**config.mk**
```make
export PLATFORM = sky130hd
export DESIGN_NAME = linear_key_value_table_top
export DESIGN_NICKNAME = d
export VERILOG_FILES = /design/src/hw/rtl/lkvt_pkg.sv /design/src/hw/rtl/lkvt_ctrl.sv /design/src/hw/rtl/lkvt_dp.sv /design/src/hw/rtl/linear_key_value_table_top.sv
export VERILOG_INCLUDE_DIRS = /design/src /design/src/hw/rtl
export SDC_FILE = /design/constraint.sdc
export NUM_CORES = 1
export LEC_CHECK = 0
export ABC_AREA = 1
export BUFFER_PORTS_ARGS = -buffer_cell sky130_fd_sc_hd__clkbuf_2
export CAP_MARGIN = 20
export CORE_AREA = 2 2 209 416
export CTS_CLUSTER_SIZE = 28
export DETAILED_ROUTE_END_ITERATION = 7
export DIE_AREA = 0 0 211 418
export PLACE_DENSITY = 0.77
export SETUP_SLACK_MARGIN = 0.1
export SLEW_MARGIN = 10
export SYNTH_ARGS = -nofsm -noshare
export SYNTH_HDL_FRONTEND = slang
export SYNTH_SLANG_ARGS = --single-unit
```
**constraint.sdc**
```tcl
create_clock -name i_clk -period 6.1 [get_ports i_clk]
set_input_delay 0.61 -clock i_clk [delete_from_list [all_inputs] [get_ports i_clk]]
set_output_delay 0.61 -clock i_clk [all_outputs]
set_load 0.02 [all_outputs]
```
**src/hw/rtl/linear_key_value_table_top_defines.svh**
```systemverilog
// ----------------------------------------------------------------------------
// Assertion macros for the linear key-value table
// Concurrent checks clocked on i_clk and held off while i_rst_n is low.
// Define ASSERT_OFF to compile them out.
// ----------------------------------------------------------------------------
`ifndef LINEAR_KEY_VALUE_TABLE_TOP_DEFINES_SVH
`define LINEAR_KEY_VALUE_TABLE_TOP_DEFINES_SVH

`ifndef ASSERT_OFF
// same-cycle implication
`define LKVT_ASSERT_IMP(lbl, ante, cons, msg) \
    lbl: assert property (@(posedge i_clk) disable iff (!i_rst_n) (ante) |-> (cons)) \
        else $error(msg);
// next-cycle implication
`define LKVT_ASSERT_NXT(lbl, ante, cons, msg) \
    lbl: assert property (@(posedge i_clk) disable iff (!i_rst_n) (ante) |=> (cons)) \
        else $error(msg);
`else
`define LKVT_ASSERT_IMP(lbl, ante, cons, msg)
`define LKVT_ASSERT_NXT(lbl, ante, cons, msg)
`endif

`endif

```
**src/hw/rtl/lkvt_pkg.sv**
```systemverilog
// ----------------------------------------------------------------------------
// lkvt_pkg
// Sizes, codes and controller/datapath interface types of the key-value table.
// ----------------------------------------------------------------------------
`timescale 1ns / 1ps

package lkvt_pkg;

    localparam int CAPACITY    = 16;
    localparam int VALUE_WIDTH = 32;

    localparam int KEY_W    = 32;
    localparam int PAY_W    = 32;
    localparam int OUT_VAL_W = 32;
    localparam int USED_W   = 5;
    localparam int OP_W     = 2;
    localparam int STATUS_W = 3;
    localparam int IDX_W    = (CAPACITY > 1) ? $clog2(CAPACITY) : 1;
    localparam int CNT_W    = $clog2(CAPACITY + 1);
    // payload bits that survive storage
    localparam int VAL_KEEP = (VALUE_WIDTH < PAY_W) ? VALUE_WIDTH : PAY_W;

    localparam int S_DATA_W = KEY_W + PAY_W;
    localparam int M_FLD_W  = KEY_W + OUT_VAL_W + USED_W;
    localparam int M_DATA_W = ((M_FLD_W + 7) / 8) * 8;
    localparam int M_PAD_W  = M_DATA_W - M_FLD_W;

    typedef logic [CNT_W-1:0]       t_cnt;
    typedef logic [IDX_W-1:0]       t_idx;
    typedef logic [VALUE_WIDTH-1:0] t_val;

    typedef enum logic [OP_W-1:0] {
        OP_INSERT = 2'd0,
        OP_FIND   = 2'd1,
        OP_ERASE  = 2'd2,
        OP_CLEAR  = 2'd3
    } t_op;

    typedef enum logic [STATUS_W-1:0] {
        ST_NEW     = 3'd0,
        ST_UPDATED = 3'd1,
        ST_FOUND   = 3'd2,
        ST_MISS    = 3'd3,
        ST_ERASED  = 3'd4,
        ST_FULL    = 3'd5,
        ST_CLEARED = 3'd6
    } t_status;

    typedef enum logic [1:0] {
        S_IDLE,
        S_SCAN,
        S_SHIFT,
        S_DONE
    } t_state;

    // controller -> datapath
    typedef struct packed {
        logic load;        // capture request, restart the walk
        logic issue;       // read next entry, advance walk index
        logic latch_hit;   // remember matching entry
        logic shift_start; // restart walk just above the hit
        logic shift;       // write read data one place down
        logic emit;        // commit update, load output register
    } t_dp_cmd;

    // datapath -> controller
    typedef struct packed {
        t_op  op;
        logic scan_hit;
        logic drained;
        logic out_free;
    } t_dp_stat;

endpackage

```
**src/hw/rtl/lkvt_ctrl.sv**
```systemverilog
// ----------------------------------------------------------------------------
// lkvt_ctrl
// Sequencer for one table operation: search, optional erase shift, commit.
// ----------------------------------------------------------------------------
`timescale 1ns / 1ps

module lkvt_ctrl
    import lkvt_pkg::*;
(
    input  logic     i_clk,
    input  logic     i_rst_n,
    input  logic     i_valid,
    output logic     o_ready,
    input  t_op      i_op,
    input  t_dp_stat i_stat,
    output t_dp_cmd  o_cmd
);

    t_state r_state;
    t_state n_state;

    always_ff @(posedge i_clk) begin
        if (!i_rst_n) begin
            r_state <= S_IDLE;
        end else begin
            r_state <= n_state;
        end
    end

    always_comb begin
        n_state = r_state;
        o_cmd   = '0;
        o_ready = 1'b0;
        case (r_state)
            S_IDLE: begin
                o_ready = 1'b1;
                if (i_valid) begin
                    o_cmd.load = 1'b1;
                    n_state    = (i_op == OP_CLEAR) ? S_DONE : S_SCAN;
                end
            end
            S_SCAN: begin
                o_cmd.issue = 1'b1;
                if (i_stat.scan_hit) begin
                    o_cmd.latch_hit = 1'b1;
                    if (i_stat.op == OP_ERASE) begin
                        o_cmd.shift_start = 1'b1;
                        n_state           = S_SHIFT;
                    end else begin
                        n_state = S_DONE;
                    end
                end else if (i_stat.drained) begin
                    n_state = S_DONE;
                end
            end
            S_SHIFT: begin
                o_cmd.issue = 1'b1;
                o_cmd.shift = 1'b1;
                if (i_stat.drained) begin
                    n_state = S_DONE;
                end
            end
            S_DONE: begin
                if (i_stat.out_free) begin
                    o_cmd.emit = 1'b1;
                    n_state    = S_IDLE;
                end
            end
            default: begin
                n_state = S_IDLE;
            end
        endcase
    end

endmodule

```
**src/hw/rtl/lkvt_dp.sv**
```systemverilog
// ----------------------------------------------------------------------------
// lkvt_dp
// Entry memories, walk index, match compare, entry count and result register.
// ----------------------------------------------------------------------------
`timescale 1ns / 1ps

module lkvt_dp
    import lkvt_pkg::*;
(
    input  logic                  i_clk,
    input  logic                  i_rst_n,
    input  t_dp_cmd               i_cmd,
    input  t_op                   i_op,
    input  logic signed [KEY_W-1:0] i_key,
    input  logic [PAY_W-1:0]      i_payload,
    output t_dp_stat              o_stat,
    input  logic                  i_out_ready,
    output logic                  o_out_valid,
    output t_status               o_status,
    output logic signed [KEY_W-1:0] o_key,
    output logic [OUT_VAL_W-1:0]  o_value,
    output logic [USED_W-1:0]     o_used
);

    logic [KEY_W-1:0] r_key_mem [CAPACITY];
    t_val             r_val_mem [CAPACITY];

    // control state
    t_cnt r_count;
    t_cnt r_idx;
    logic r_rdv;
    logic r_found;
    logic r_ovalid;

    // request and data registers
    t_op              r_op;
    logic [KEY_W-1:0] r_key;
    t_val             r_pay;
    t_idx             r_rdi;
    logic [KEY_W-1:0] r_rd_key;
    t_val             r_rd_val;
    t_idx             r_pos;
    t_val             r_fval;
    t_status          r_ostatus;
    logic [KEY_W-1:0] r_okey;
    logic [OUT_VAL_W-1:0] r_oval;
    logic [USED_W-1:0]    r_oused;

    logic             can_issue;
    logic             full;
    t_idx             rd_addr;
    logic             wr_key_en;
    logic             wr_val_en;
    t_idx             wr_addr;
    logic [KEY_W-1:0] wr_key;
    t_val             wr_val;
    t_status          res_status;
    logic [OUT_VAL_W-1:0] res_val;
    t_cnt             res_count;
    logic [OUT_VAL_W-1:0] pay_out;
    logic [OUT_VAL_W-1:0] fval_out;

    assign can_issue = (r_idx < r_count);
    assign full      = (r_count == t_cnt'(CAPACITY));
    assign rd_addr   = r_idx[IDX_W-1:0];
    assign pay_out   = OUT_VAL_W'(r_pay[VAL_KEEP-1:0]);
    assign fval_out  = OUT_VAL_W'(r_fval[VAL_KEEP-1:0]);

    // registered read port
    always_ff @(posedge i_clk) begin
        if (i_cmd.issue && can_issue) begin
            r_rd_key <= r_key_mem[rd_addr];
            r_rd_val <= r_val_mem[rd_addr];
        end
    end

    // single write port: erase shift or commit
    always_comb begin
        wr_key_en = 1'b0;
        wr_val_en = 1'b0;
        wr_addr   = r_pos;
        wr_key    = r_key;
        wr_val    = r_pay;
        if (i_cmd.shift && r_rdv) begin
            wr_key_en = 1'b1;
            wr_val_en = 1'b1;
            wr_addr   = r_rdi - t_idx'(1);
            wr_key    = r_rd_key;
            wr_val    = r_rd_val;
        end else if (i_cmd.emit && (r_op == OP_INSERT)) begin
            if (r_found) begin
                wr_val_en = 1'b1;
            end else if (!full) begin
                wr_key_en = 1'b1;
                wr_val_en = 1'b1;
                wr_addr   = r_count[IDX_W-1:0];
            end
        end
    end

    always_ff @(posedge i_clk) begin
        if (wr_key_en) begin
            r_key_mem[wr_addr] <= wr_key;
        end
        if (wr_val_en) begin
            r_val_mem[wr_addr] <= wr_val;
        end
    end

    // outcome of the finished operation
    always_comb begin
        res_status = ST_MISS;
        res_val    = '0;
        res_count  = r_count;
        case (r_op)
            OP_INSERT: begin
                if (r_found) begin
                    res_status = ST_UPDATED;
                    res_val    = pay_out;
                end else if (!full) begin
                    res_status = ST_NEW;
                    res_val    = pay_out;
                    res_count  = r_count + t_cnt'(1);
                end else begin
                    res_status = ST_FULL;
                end
            end
            OP_FIND: begin
                if (r_found) begin
                    res_status = ST_FOUND;
                    res_val    = fval_out;
                end
            end
            OP_ERASE: begin
                if (r_found) begin
                    res_status = ST_ERASED;
                    res_count  = r_count - t_cnt'(1);
                end
            end
            OP_CLEAR: begin
                res_status = ST_CLEARED;
                res_count  = '0;
            end
            default: begin
                res_status = ST_MISS;
            end
        endcase
    end

    always_ff @(posedge i_clk) begin
        if (!i_rst_n) begin
            r_count  <= '0;
            r_idx    <= '0;
            r_rdv    <= 1'b0;
            r_found  <= 1'b0;
            r_ovalid <= 1'b0;
        end else begin
            if (i_cmd.load) begin
                r_idx   <= '0;
                r_rdv   <= 1'b0;
                r_found <= 1'b0;
            end else if (i_cmd.shift_start) begin
                r_idx <= t_cnt'(r_rdi) + t_cnt'(1);
                r_rdv <= 1'b0;
            end else if (i_cmd.issue) begin
                r_rdv <= can_issue;
                if (can_issue) begin
                    r_idx <= r_idx + t_cnt'(1);
                end
            end
            if (i_cmd.latch_hit) begin
                r_found <= 1'b1;
            end
            if (i_cmd.emit) begin
                r_count  <= res_count;
                r_ovalid <= 1'b1;
            end else if (i_out_ready) begin
                r_ovalid <= 1'b0;
            end
        end
    end

    always_ff @(posedge i_clk) begin
        if (i_cmd.load) begin
            r_op  <= i_op;
            r_key <= i_key;
            r_pay <= t_val'(i_payload[VAL_KEEP-1:0]);
        end
        if (i_cmd.issue && can_issue && !i_cmd.shift_start) begin
            r_rdi <= rd_addr;
        end
        if (i_cmd.latch_hit) begin
            r_pos  <= r_rdi;
            r_fval <= r_rd_val;
        end
        if (i_cmd.emit) begin
            r_ostatus <= res_status;
            r_okey    <= r_key;
            r_oval    <= res_val;
            r_oused   <= USED_W'(res_count);
        end
    end

    assign o_stat.op       = r_op;
    assign o_stat.scan_hit = r_rdv && (r_rd_key == r_key);
    assign o_stat.drained  = !r_rdv && !can_issue;
    assign o_stat.out_free = !r_ovalid || i_out_ready;

    assign o_out_valid = r_ovalid;
    assign o_status    = r_ostatus;
    assign o_key       = r_okey;
    assign o_value     = r_oval;
    assign o_used      = r_oused;

endmodule

```
**src/hw/rtl/linear_key_value_table_top.sv**
```systemverilog
// ----------------------------------------------------------------------------
// linear_key_value_table_top
// A small key-value table of up to CAPACITY entries kept in insertion order.
// Each input transfer carries an operation (insert, find, erase, clear), a
// 32-bit key and a payload word, and yields exactly one result transfer with
// a status, the echoed key, a value and the entry count after the operation.
// The table is searched from entry 0 upward through one read port of the
// entry memory, one entry per cycle; an erase then walks the later entries
// through the same port and moves each one place down. One operation is in
// work at a time. An insert of a new key into a full table is refused with
// the full status. The result sits in an output register, so the next
// operation is taken while a result still waits; the commit waits only if
// that register is full.
// ----------------------------------------------------------------------------
`timescale 1ns / 1ps

`include "linear_key_value_table_top_defines.svh"

module linear_key_value_table_top
    import lkvt_pkg::*;
(
    input  logic                i_clk,
    input  logic                i_rst_n,
    // slave side
    input  logic                i_s_tvalid,
    output logic                o_s_tready,
    input  logic [S_DATA_W-1:0] i_s_tdata,   // [31:0] key, [63:32] payload
    input  logic [OP_W-1:0]     i_s_tuser,   // [1:0] cmd
    // master side
    output logic                o_m_tvalid,
    input  logic                i_m_tready,
    output logic [M_DATA_W-1:0] o_m_tdata,   // [31:0] key_out, [63:32] value_out,
                                             // [68:64] entries_used, rest zero
    output logic [STATUS_W-1:0] o_m_tuser    // [2:0] status
);

    t_dp_cmd dp_cmd;
    t_dp_stat dp_stat;
    t_op     in_op;
    t_status out_status;
    logic signed [KEY_W-1:0] out_key;
    logic [OUT_VAL_W-1:0]    out_val;
    logic [USED_W-1:0]       out_used;

    assign in_op = t_op'(i_s_tuser);

    // sequencer: accept, search, shift, commit
    lkvt_ctrl u_ctrl (
        .i_clk   (i_clk),
        .i_rst_n (i_rst_n),
        .i_valid (i_s_tvalid),
        .o_ready (o_s_tready),
        .i_op    (in_op),
        .i_stat  (dp_stat),
        .o_cmd   (dp_cmd)
    );

    // entry memories, count and the result register
    lkvt_dp u_dp (
        .i_clk       (i_clk),
        .i_rst_n     (i_rst_n),
        .i_cmd       (dp_cmd),
        .i_op        (in_op),
        .i_key       (i_s_tdata[KEY_W-1:0]),
        .i_payload   (i_s_tdata[KEY_W +: PAY_W]),
        .o_stat      (dp_stat),
        .i_out_ready (i_m_tready),
        .o_out_valid (o_m_tvalid),
        .o_status    (out_status),
        .o_key       (out_key),
        .o_value     (out_val),
        .o_used      (out_used)
    );

    // pack the result fields from the lowest bit up
    assign o_m_tdata = {{M_PAD_W{1'b0}}, out_used, out_val, out_key};
    assign o_m_tuser = out_status;

    // one operation at a time: an accepted transfer closes the input
    `LKVT_ASSERT_NXT(a_single_op, i_s_tvalid && o_s_tready, !o_s_tready, "input open while busy")
    // a commit never overwrites a result that has not been taken
    `LKVT_ASSERT_IMP(a_emit_free, dp_cmd.emit, !o_m_tvalid || i_m_tready, "result overwritten")
    // a clear leaves the table empty
    `LKVT_ASSERT_IMP(a_clear_empty, o_m_tvalid && (o_m_tuser == ST_CLEARED), ~|out_used, "entries left")
    // codes above found (miss, erased, full, cleared) carry a zero value
    `LKVT_ASSERT_IMP(a_zero_value, o_m_tvalid && (o_m_tuser > ST_FOUND), ~|out_val, "stray value")

endmodule

```
# --- Word level (Yosys, flattened, before mapping) ---
# Memory sizes are Yosys's and may differ from the RTL's. A register that Yosys moved wholly into a read port is not among the register bits.
# Cells that the tools add are included.
classes:
  n_addsub: 5
  order_cmp: 1
  reduce_logical: 22
  eq_ne: 11
  mul: 0
  bitwise_logic: 1
  div_mod_pow: 0
  muxes: 54
  shifts: 0
op_table:
  columns: ["op", "n"]
  rows:
  - ["32-bit two-way mux", 5]
  - ["32-bit one-hot mux with 2 select lines", 1]
  - ["32-bit equality test", 1]
  - ["5-bit two-way mux", 6]
  - ["1-bit two-way mux", 25]
  - ["4-bit two-way mux", 4]
  - ["5-bit one-hot mux with 3 select lines", 1]
  - ["2-bit two-way mux", 7]
  - ["3-bit one-hot mux with 4 select lines", 1]
  - ["5-bit by 1-bit adder with 5-bit output, second input constant", 2]
  - ["2-bit equality test, second input constant", 5]
  - ["3-bit two-way mux", 3]
  - ["2-bit one-hot mux with 4 select lines", 1]
  - ["2-bit nonzero test", 4]
  - ["1-bit logical AND", 6]
  - ["4-bit by 1-bit adder with 5-bit output, second input constant", 1]
  - ["5-bit equality test, second input constant", 1]
  - ["5-bit less-than comparator", 1]
  - ["5-bit by 1-bit subtractor with 5-bit output, second input constant", 1]
  - ["2-bit by 1-bit equality test with 1-bit output, second input constant", 2]
  - ["1-bit zero test", 4]
  - ["2-bit zero test", 2]
  - ["2-bit != test, second input constant", 2]
  - ["2-bit AND reduction", 2]
  - ["5 further kinds", 6]
totals:
  latch_bits: 0
  mem_count: 2
  rom_bits: 0
  output_inout_bits: 77
  mem_bits_rw: 1024
  regBits: 193
  inputBits: 70
memory_table:
  columns: ["memory", "depth", "word_bits", "read_ports", "rd_ports_with_merged_regs", "write_ports", "line", "source"]
  rows:
  - ["u_dp.r_key_mem", 16, 32, 1, 1, 1, "lkvt_dp.sv:25", "logic [KEY_W-1:0] r_key_mem [CAPACITY];"]
  - ["u_dp.r_val_mem", 16, 32, 1, 1, 1, "lkvt_dp.sv:26", "t_val r_val_mem [CAPACITY];"]

# --- Logic depth before layout (Yosys ltp) ---
# Gate-level depths: netlist of the first run.
depth:
  word_depth: 9
  mapped_depth: 18
  depth_no_buf: 18

# --- Modules after synthesis ---
# A second synthesis of the first run with hierarchy kept.
hier_totals:
  cells_unflattened: 3844
  hier_area_um2: 50522.2
modules_own_cells:
  columns: ["module", "area_per_inst_um2", "cells_per_inst", "n_inst"]
  rows:
  - ["lkvt_dp", 50249.4, 3795, 1]
  - ["lkvt_ctrl", 246.5, 45, 1]
  - ["linear_key_value_table_top", 26.3, 4, 1]

# --- Worst setup path before layout of the first run ---
# OpenSTA, ideal clock, no wires.
synth_timing:
  kind: "flip-flop to flip-flop"
  startpoint: "register u_dp.r_count[2]"
  endpoint: "register u_dp.r_idx[4]"
  path_stages_with_launch: 13
  n_path_buf: 0
  required_time_ps: 5982
  slack_ps: 1137
  arrival_ps: 4844
  path_cell_list: "dfxtp_1 > inv_1 > ha_1 > a21oi_1 > o221ai_1 > nor2_1 > inv_1 > nand2_4 > inv_1 > nor2_2 > nand3_1 > nand3_1 > a21oi_1"
synth_between:
  elab_chain_cells: 3
synth_lines:
  columns: ["item", "line", "source"]
  rows:
  - ["start, declared", "lkvt_dp.sv:29", "t_cnt r_count;"]
  - ["start signal, assigned", "lkvt_dp.sv:175", "r_count <= res_count;"]
  - ["5-bit less-than comparator", "lkvt_dp.sv:63", "assign can_issue = (r_idx < r_count);"]
  - ["2-bit nonzero test (no source line)", null, null]
  - ["2-bit AND reduction (no source line)", null, null]
  - ["end signal, assigned", "lkvt_dp.sv:163", "r_idx <= t_cnt'(r_rdi) + t_cnt'(1);"]
  - ["end signal, assigned", "lkvt_dp.sv:168", "r_idx <= r_idx + t_cnt'(1);"]
  - ["end, declared", "lkvt_dp.sv:30", "t_cnt r_idx;"]
# Every way passes these cells.
# A chain may end at the register's enable or synchronous reset.

# --- Worst setup path after layout of the first run ---
layout_timing:
  startpoint: "register u_ctrl.r_state[1]"
  endpoint: "memory u_dp.r_key_mem[7][13] (enable)"
layout_between:
  elab_chain_cells: 7
  elab_cells_between_ends: 12
  classes_between: "2 x eq/ne; 8 x mux; 2 x reduce/logical"
layout_lines:
  columns: ["item", "line", "source"]
  rows:
  - ["start, declared", "lkvt_ctrl.sv:19", "t_state r_state;"]
  - ["start signal, assigned", "lkvt_ctrl.sv:26", "r_state <= n_state;"]
  - ["2-bit equality test", "lkvt_ctrl.sv:34", "case (r_state)"]
  - ["1-bit two-way mux", "lkvt_ctrl.sv:34", null]
  - ["1-bit logical AND", "lkvt_dp.sv:90", "end else if (i_cmd.emit && (r_op == OP_INSERT)) begin"]
  - ["1-bit two-way mux", "lkvt_dp.sv:90", null]
  - ["1-bit two-way mux", "lkvt_dp.sv:84", "if (i_cmd.shift && r_rdv) begin"]
  - ["1-bit two-way mux", "lkvt_dp.sv:102", "if (wr_key_en) begin"]
  - ["1-bit two-way mux (implied by the code)", "lkvt_dp.sv:103", "r_key_mem[wr_addr] <= wr_key;"]
  - ["end, declared", "lkvt_dp.sv:25", null]
# Parallel ways exist; a longest one is shown, timed or not.

==> metrics.md, run 1 <==
| Metric | Value |
|---|---|
| Global placement routability congestion | 0.919 |
| Seq/Total Area, Yosys | 75.9% |
| Gr usage total | 27.8% |
| Relative slew slack | 20.4% |
| Outcome | complete, no violations |
| Tightest Pin Transition | 1190 ps |
| CTS tree | built |
| TritonCTS Buffers | 104 |
| Final setup violation count | 0 |
| Min Tclk post-route | 3950 ps |
| Min-delay worst type | input port to flip-flop |
| Clock Skew | 39.7 ps |
| Reg area | 38300 um^2 |
| Sequential power share | 49.7% |
| Pwr dens | 400 nW/um^2 |
| First-pass GRT wire length | 182000 um |
| CORE AREA | 84800 um^2 |
| Critical path startpoint category | flip-flop |
| Multi-input logic area | 11100 um^2 |
| Post-DRT Antenna Nets | 0 |
| Clock Path Buffers | 3 |
| Worst-path maximum fanout | 23 |
| Drt initial violations | 3004 |
| Buffers on Ports | 143 |
| Lkg Pwr | 0.0183 uW |
| DRC violations left | 0 |
| Initial Util | 59.5% |
| VDD IR max | 263 uV |
| Sw Share | 30.2% |
| Area leader, netlist | edfxtp_1 |
| Max_cap viols | 0 |
| Commonest non-fill, non-tap cell in the layout | edfxtp_1 |
| Final hold viol count | 0 |
| Fin util | 66.2% |
| Vias in the first global route | 30700 |
| Share of layout cells above drive strength 1 | 12.3% |
| Element type at the critical path end | flip-flop |
| H-tree Lvls | 3 |
| Antenna Cells | 0 |
| Unrepaired setup endpoints after global routing | no |
| Post-DP HPWL | 70700 um |
| Ys async rst share | 0% |
| Grt total ovfl | 0 |
| Internal | 15700 uW |
| Die area | 88200 um^2 |
| Setup TNS | 0 ps |
| Clock root cell | clkbuf_16 |
| Final #Nets | 3698 |
| Synth Warn # | 0 |
| PostCTS Resize Cnt | 0 |
| Fmax | 253 MHz |
| R2r worst-path depth | 12 |
| Die extent in y | 418 um |
| Most used DFF post-synth | edfxtp_1 |
| Psw | 6790 uW |
| Placed cell area | 52700 um^2 |
| Register-to-register setup slack | 2150 ps |
| Total Wirelength | 123000 um |
| Number of flops mapped to enable cells by yosys | 1266 |
| Clk pwr share | 29.8% |
| Chip width | 211 um |
| DR pass1 iterations | 6 |
| Hold Buf Count CTS | 0 |
| Setup slack after layout | 2150 ps |
| Synth unique cells | 41 |
| DR vias | 30600 |
| Mapped cell area | 50500 um^2 |
| Final Cycle Share | 64.8% |
| Via density | 6.41 |
| Pre-CTS worst setup slack | 2070 ps |
| Area Overhead vs Synth | 11.3% |
| Max Slew Vio Count | 0 |
| Core Rows | 151 |
| Initial antenna violation count | 1 |
| Dominant cells by area after synthesis | edfxtp_1, mux2i_1, o221ai_1 |
| IO Pins | 147 |
| CTS clk-pin slew, worst paths | 70 ps |
| CTS Sinks | 1281 |
| Mean Syn Cell Area | 14.5 um^2 |
| Post-route cell area | 56200 um^2 |
| Post-synth top area share | 75.3% |
| Combinational power share | 20.6% |
| Critical path required time | 6510 ps |
| WHS Path Cells | 1 |
| WP data arrival | 4360 ps |
| Post-Syn Instances | 3487 |
| Commonest cells after routing, fill and taps aside | edfxtp_1, nor2_1, nand2_1 |
| Largest net degree at the start of global routing | 223 |
| Hold slack | 62.7 ps |
| Register bit total from synthesis | 1281 |
| Crit Path Class | flip-flop to flip-flop |
| Post-CTS setup buffers | 0 |
| WL/cell | 25.7 um |
| Worst-Skew Late Latency | 720 ps |
| Fillers | 5641 |
## Yosys cell counts (all sizes together), types with 14 or more instances
cell type / number
nand3: 119
a32o: 23
nor2: 418
o211ai: 39
clkbuf: 175
nand2: 373
o221ai: 221
mux2i: 220
buf: 44
o21ai: 324
dfxtp: 15
ha: 14
a21oi: 17
o32ai: 34
edfxtp: 1266
inv: 135
## worst max-delay path: stages, from the launching register on
cell and delay [ps]:
dfxtp_1 440, ha_1 220, nand2_1 320, nor2_1 380
nand2_2 150, inv_2 120, o21ai_2 70, o21ai_2 160
inv_1 80, nor2_1 230, nand2_1 200, nor2_4 930
buf_4 350
## per-layer routing
layer / vias to the layer above / global-route usage (%) / share of wire, %
met5: - / 0 / 0
met3: 372 / 3.68 / 6.4
met1: 15200 / 30.6 / 33
li1: 13500 / - / -
met2: 1478 / 50.2 / 54
met4: 0 / 17.6 / 6.4
## per-stage QoR
stage	total power, uW	cells
6_report	22500	4769
5_1_grt	23200	4769
4_1_cts	22500	4757
3_5_place_dp	15900	4567
3_3_place_gp	15800	4564
2_1_floorplan	14100	3489
## flip-flops by register name (all words and copies together), names as in the netlist
name	flops
u_dp.r_key	32
u_dp.r_pos	4
u_dp.r_rd_key	32
u_dp.o_status	3
u_dp.r_rdi	4
u_dp.r_op	2
u_dp.pay_out	32
u_dp.o_value	32
u_dp.r_count	5
u_dp.fval_out	32
u_ctrl.r_state	2
u_dp.r_rdv	1
u_dp.r_idx	5
u_dp.r_found	1
u_dp.r_val_mem	512
u_dp.o_key	32
u_dp.o_used	5
u_dp.r_rd_val	32
u_dp.o_out_valid	1
u_dp.r_key_mem	512
## path summary, 6_finish.rpt
check                     endpoint              start
max          u_dp.r_key_mem[7][13]  u_ctrl.r_state[1]
min                u_dp.pay_out[2]      i_s_tdata[34]
max reg2reg  u_dp.r_key_mem[7][13]  u_ctrl.r_state[1]
min reg2reg      u_dp.fval_out[14]  u_dp.r_rd_val[14]
## layout make-up
| cell class | count | share of cell area (%) |
|---|---|---|
| multi-input cells | 1853 | 19.7 |
| flip-flops and latches | 1281 | 68.2 |
| clock buffers | 125 | 4.87 |
| clock inverters | 65 | 1.12 |
| repair buffers | 238 | 2.78 |
| inverters | 136 | 0.937 |
| well taps | 1071 | 2.38 |
## power groups by stage
| stage | combinational (uW) | clock, uW | sequential, uW |
|---|---|---|---|
| floorplan | 2930 | 0 | 11200 |
| detailed placement | 4530 | 0 | 11300 |
| global route | 4960 | 7040 | 11200 |
| CTS | 4570 | 6750 | 11200 |
| global placement | 4410 | 0 | 11300 |
| finish | 4620 | 6690 | 11200 |
## cell families after synthesis
kind of cell | after synthesis | synth area share (%)
AO/OA/AOI/OAI | 670 | 9.05
AND/OR/NAND/NOR | 940 | 7.52
adder cells (fa/ha/maj) | 14 | 0.347
other | 1 | 0.00742
multiplexers | 220 | 4.36
XOR/XNOR | 6 | 0.104
buffers and inverters | 355 | 2.74
flip-flops | 1281 | 75.9
Note: power is estimated with default switching activity, not from simulation.
==> inputs of run 2 (changes only) <==
Settings changed: CORE_AREA 2 2 209 416 to 2 2 216 430, DIE_AREA 0 0 211 418 to 0 0 218 432, PLACE_DENSITY 0.77 to 0.75.
Clock period 6.1 ns to 3.3 ns, I/O delays scaled along.
==> metrics.md, run 2 (same netlist as run 1, synthesis figures left out) <==
| Metric | Value |
|---|---|
| Core Rows | 157 |
| Relative slew slack | 25.0% |
| Post-DP HPWL | 65900 um |
| Share of layout cells above drive strength 1 | 12.8% |
| Die extent in y | 432 um |
| Commonest non-fill, non-tap cell in the layout | edfxtp_1 |
| Buffers on Ports | 143 |
| Critical path required time | 3690 ps |
| Cells along the critical path | nor2_2, inv_1, nor2_1, nand2_2, inv_2, nand2_1, a32oi_2, nand2_2, nor3_4, buf_12 |
| Met3 Use GR | 3.62% |
| Delay-heaviest family, CP | simple AND/OR/NAND/NOR gates |
| Die area | 94200 um^2 |
| Vias in the first global route | 30000 |
| Crit Path Class | flip-flop to flip-flop |
| GR Util met2 | 41.1% |
| Met1 Use GR | 34.2% |
| Gr usage total | 24.8% |
| Min-delay worst type | input port to flip-flop |
| Fmax | 333 MHz |
| Area Overhead vs Synth | 14.4% |
| Fillers | 6302 |
| Top flop regs | u_dp.r_key_mem: 512 flops, u_dp.r_val_mem: 512 flops |
| Post-route insts no fill | 4984 |
| DR pass1 iterations | 6 |
| Global placement routability congestion | 0.869 |
| Total Wirelength | 118000 um |
| VDD IR max | 619 uV |
| CTS tree | built |
| Critical path startpoint category | flip-flop |
| Pwr dens | 727 nW/um^2 |
| Outcome | complete, no violations |
| Lkg Pwr | 0.0189 uW |
| Most used routing layer in global routing | met2 |
| Post-DRT Antenna Nets | 0 |
| IO Pins | 147 |
| Largest net degree at the start of global routing | 235 |
| DRC violations left | 0 |
| CP max-delay cell | edfxtp_1 |
| Worst-Skew Late Latency | 710 ps |
| CTS clk-pin slew, worst paths | 60 ps |
| Clock root cell | clkbuf_16 |
| Tightest Pin Transition | 1120 ps |
| Antenna Cells | 0 |
| CTS Sinks | 1281 |
| WL/cell | 23.6 um |
| Commonest cells after routing, fill and taps aside | edfxtp_1, nor2_1, nand2_1 |
| Unrepaired setup endpoints after global routing | no |
| Initial Util | 55.4% |
| Final #Nets | 3789 |
| Final Cycle Share | 91.1% |
| Grt total ovfl | 0 |
| First-pass GRT wire length | 176000 um |
| Clock Skew | 26.0 ps |
| Max_cap viols | 0 |
| Worst-path maximum fanout | 32 |
| Final setup violation count | 0 |
| Worst path bufs/invs | 3 |
| TritonCTS Buffers | 108 |
| Initial antenna violation count | 2 |
| Element type at the critical path end | flip-flop |
| Post-CTS setup buffers | 0 |
| Min Tclk post-route | 3010 ps |
| H-tree Lvls | 3 |
| Chip width | 218 um |
| DR vias | 30600 |
| CORE AREA | 91100 um^2 |
| Via density | 6.14 |
| Hold slack | 329 ps |
| Largest incremental delay on the critical path | 500 ps |
| WP data arrival | 3390 ps |
| Clock Path Buffers | 3 |
| CP dominant cell by count | nand2_2 |
| Max Slew Vio Count | 0 |
| Placed Cells | 4718 |
| Drt initial violations | 3937 |
| Final hold viol count | 0 |
-- run 2: cell types whose count changed in the layout (fill, tap and decap cells not counted), moves of 3 or more --
cell,before,now
clkinv_2,16,19
dlygate4sd3_1,0,69
nor3_2,8,0
nor3_4,0,8
clkinv_4,1,8
buf_4,86,70
o21ai_1,10,0
buf_16,3,0
bufinv_16,10,13
clkinv_1,28,22
buf_12,6,43
clkbuf_16,106,109
o21ai_0,310,320
-- run 2: repair_timing --
| action | CTS | global route |
|---|---|---|
| hold buffers | 69 | 0 |
| endpoints found under the hold margin | 71 | 0 |
| endpoints found under the setup margin | 0 | 0 |
| gates resized for setup | 0 | 0 |
-- run 2: worst paths after layout --
check / start / endpoint / slack [ps] / cells after the start
hold reg to reg: u_dp.r_rd_val[6] / u_dp.fval_out[6] / 440 / 0
setup reg to reg: u_dp.r_op[1] / u_dp.r_key_mem[0][12] / 290 / 10
setup / recovery: u_dp.r_op[1] / u_dp.r_key_mem[0][12] / 290 / 10
hold / removal: i_s_tdata[58] / u_dp.pay_out[26] / 330 / 2
-- run 2: cell type report --
class,instances,area (um^2),area share [%]
clock buffer,127,2800,4.84
clock inverter,70,727,1.26
inverter,136,526,0.909
multi-input combinational,1853,11100,19.2
sequential,1281,38300,66.3
tap,1192,1490,2.58
timing repair buffer,325,2790,4.83
-- run 2: per-layer routing --
layer	part of all wire [%]	vias up
li1	-	13600
met1	40	15300
met5	0.0060	-
met3	8.5	188
met2	50	1487
met4	2.2	2
-- run 2: metrics by stage --
stage               worst slack (ps)  TNS (ps)  instance area (um^2)  util [%]  total power (uW)
floorplan                       -144    -47380                 50600         -             26100
global placement                 463         0                 53600      58.8             29100
detailed placement               332         0                 53600      58.8             29400
CTS                              321         0                 57800      63.4             42100
global route                     172         0                 57800      63.4             43500
finish                           294         0                 57800      63.4             42000
-- run 2: power by group --
group          internal, uW  total [uW]  leakage [uW]  switching (uW)
sequential            19900       20500        0.0116             563
combinational          2560        8760       0.00566            6210
clock                  7100       12800       0.00172            5670
total                 29600       42000        0.0189           12400
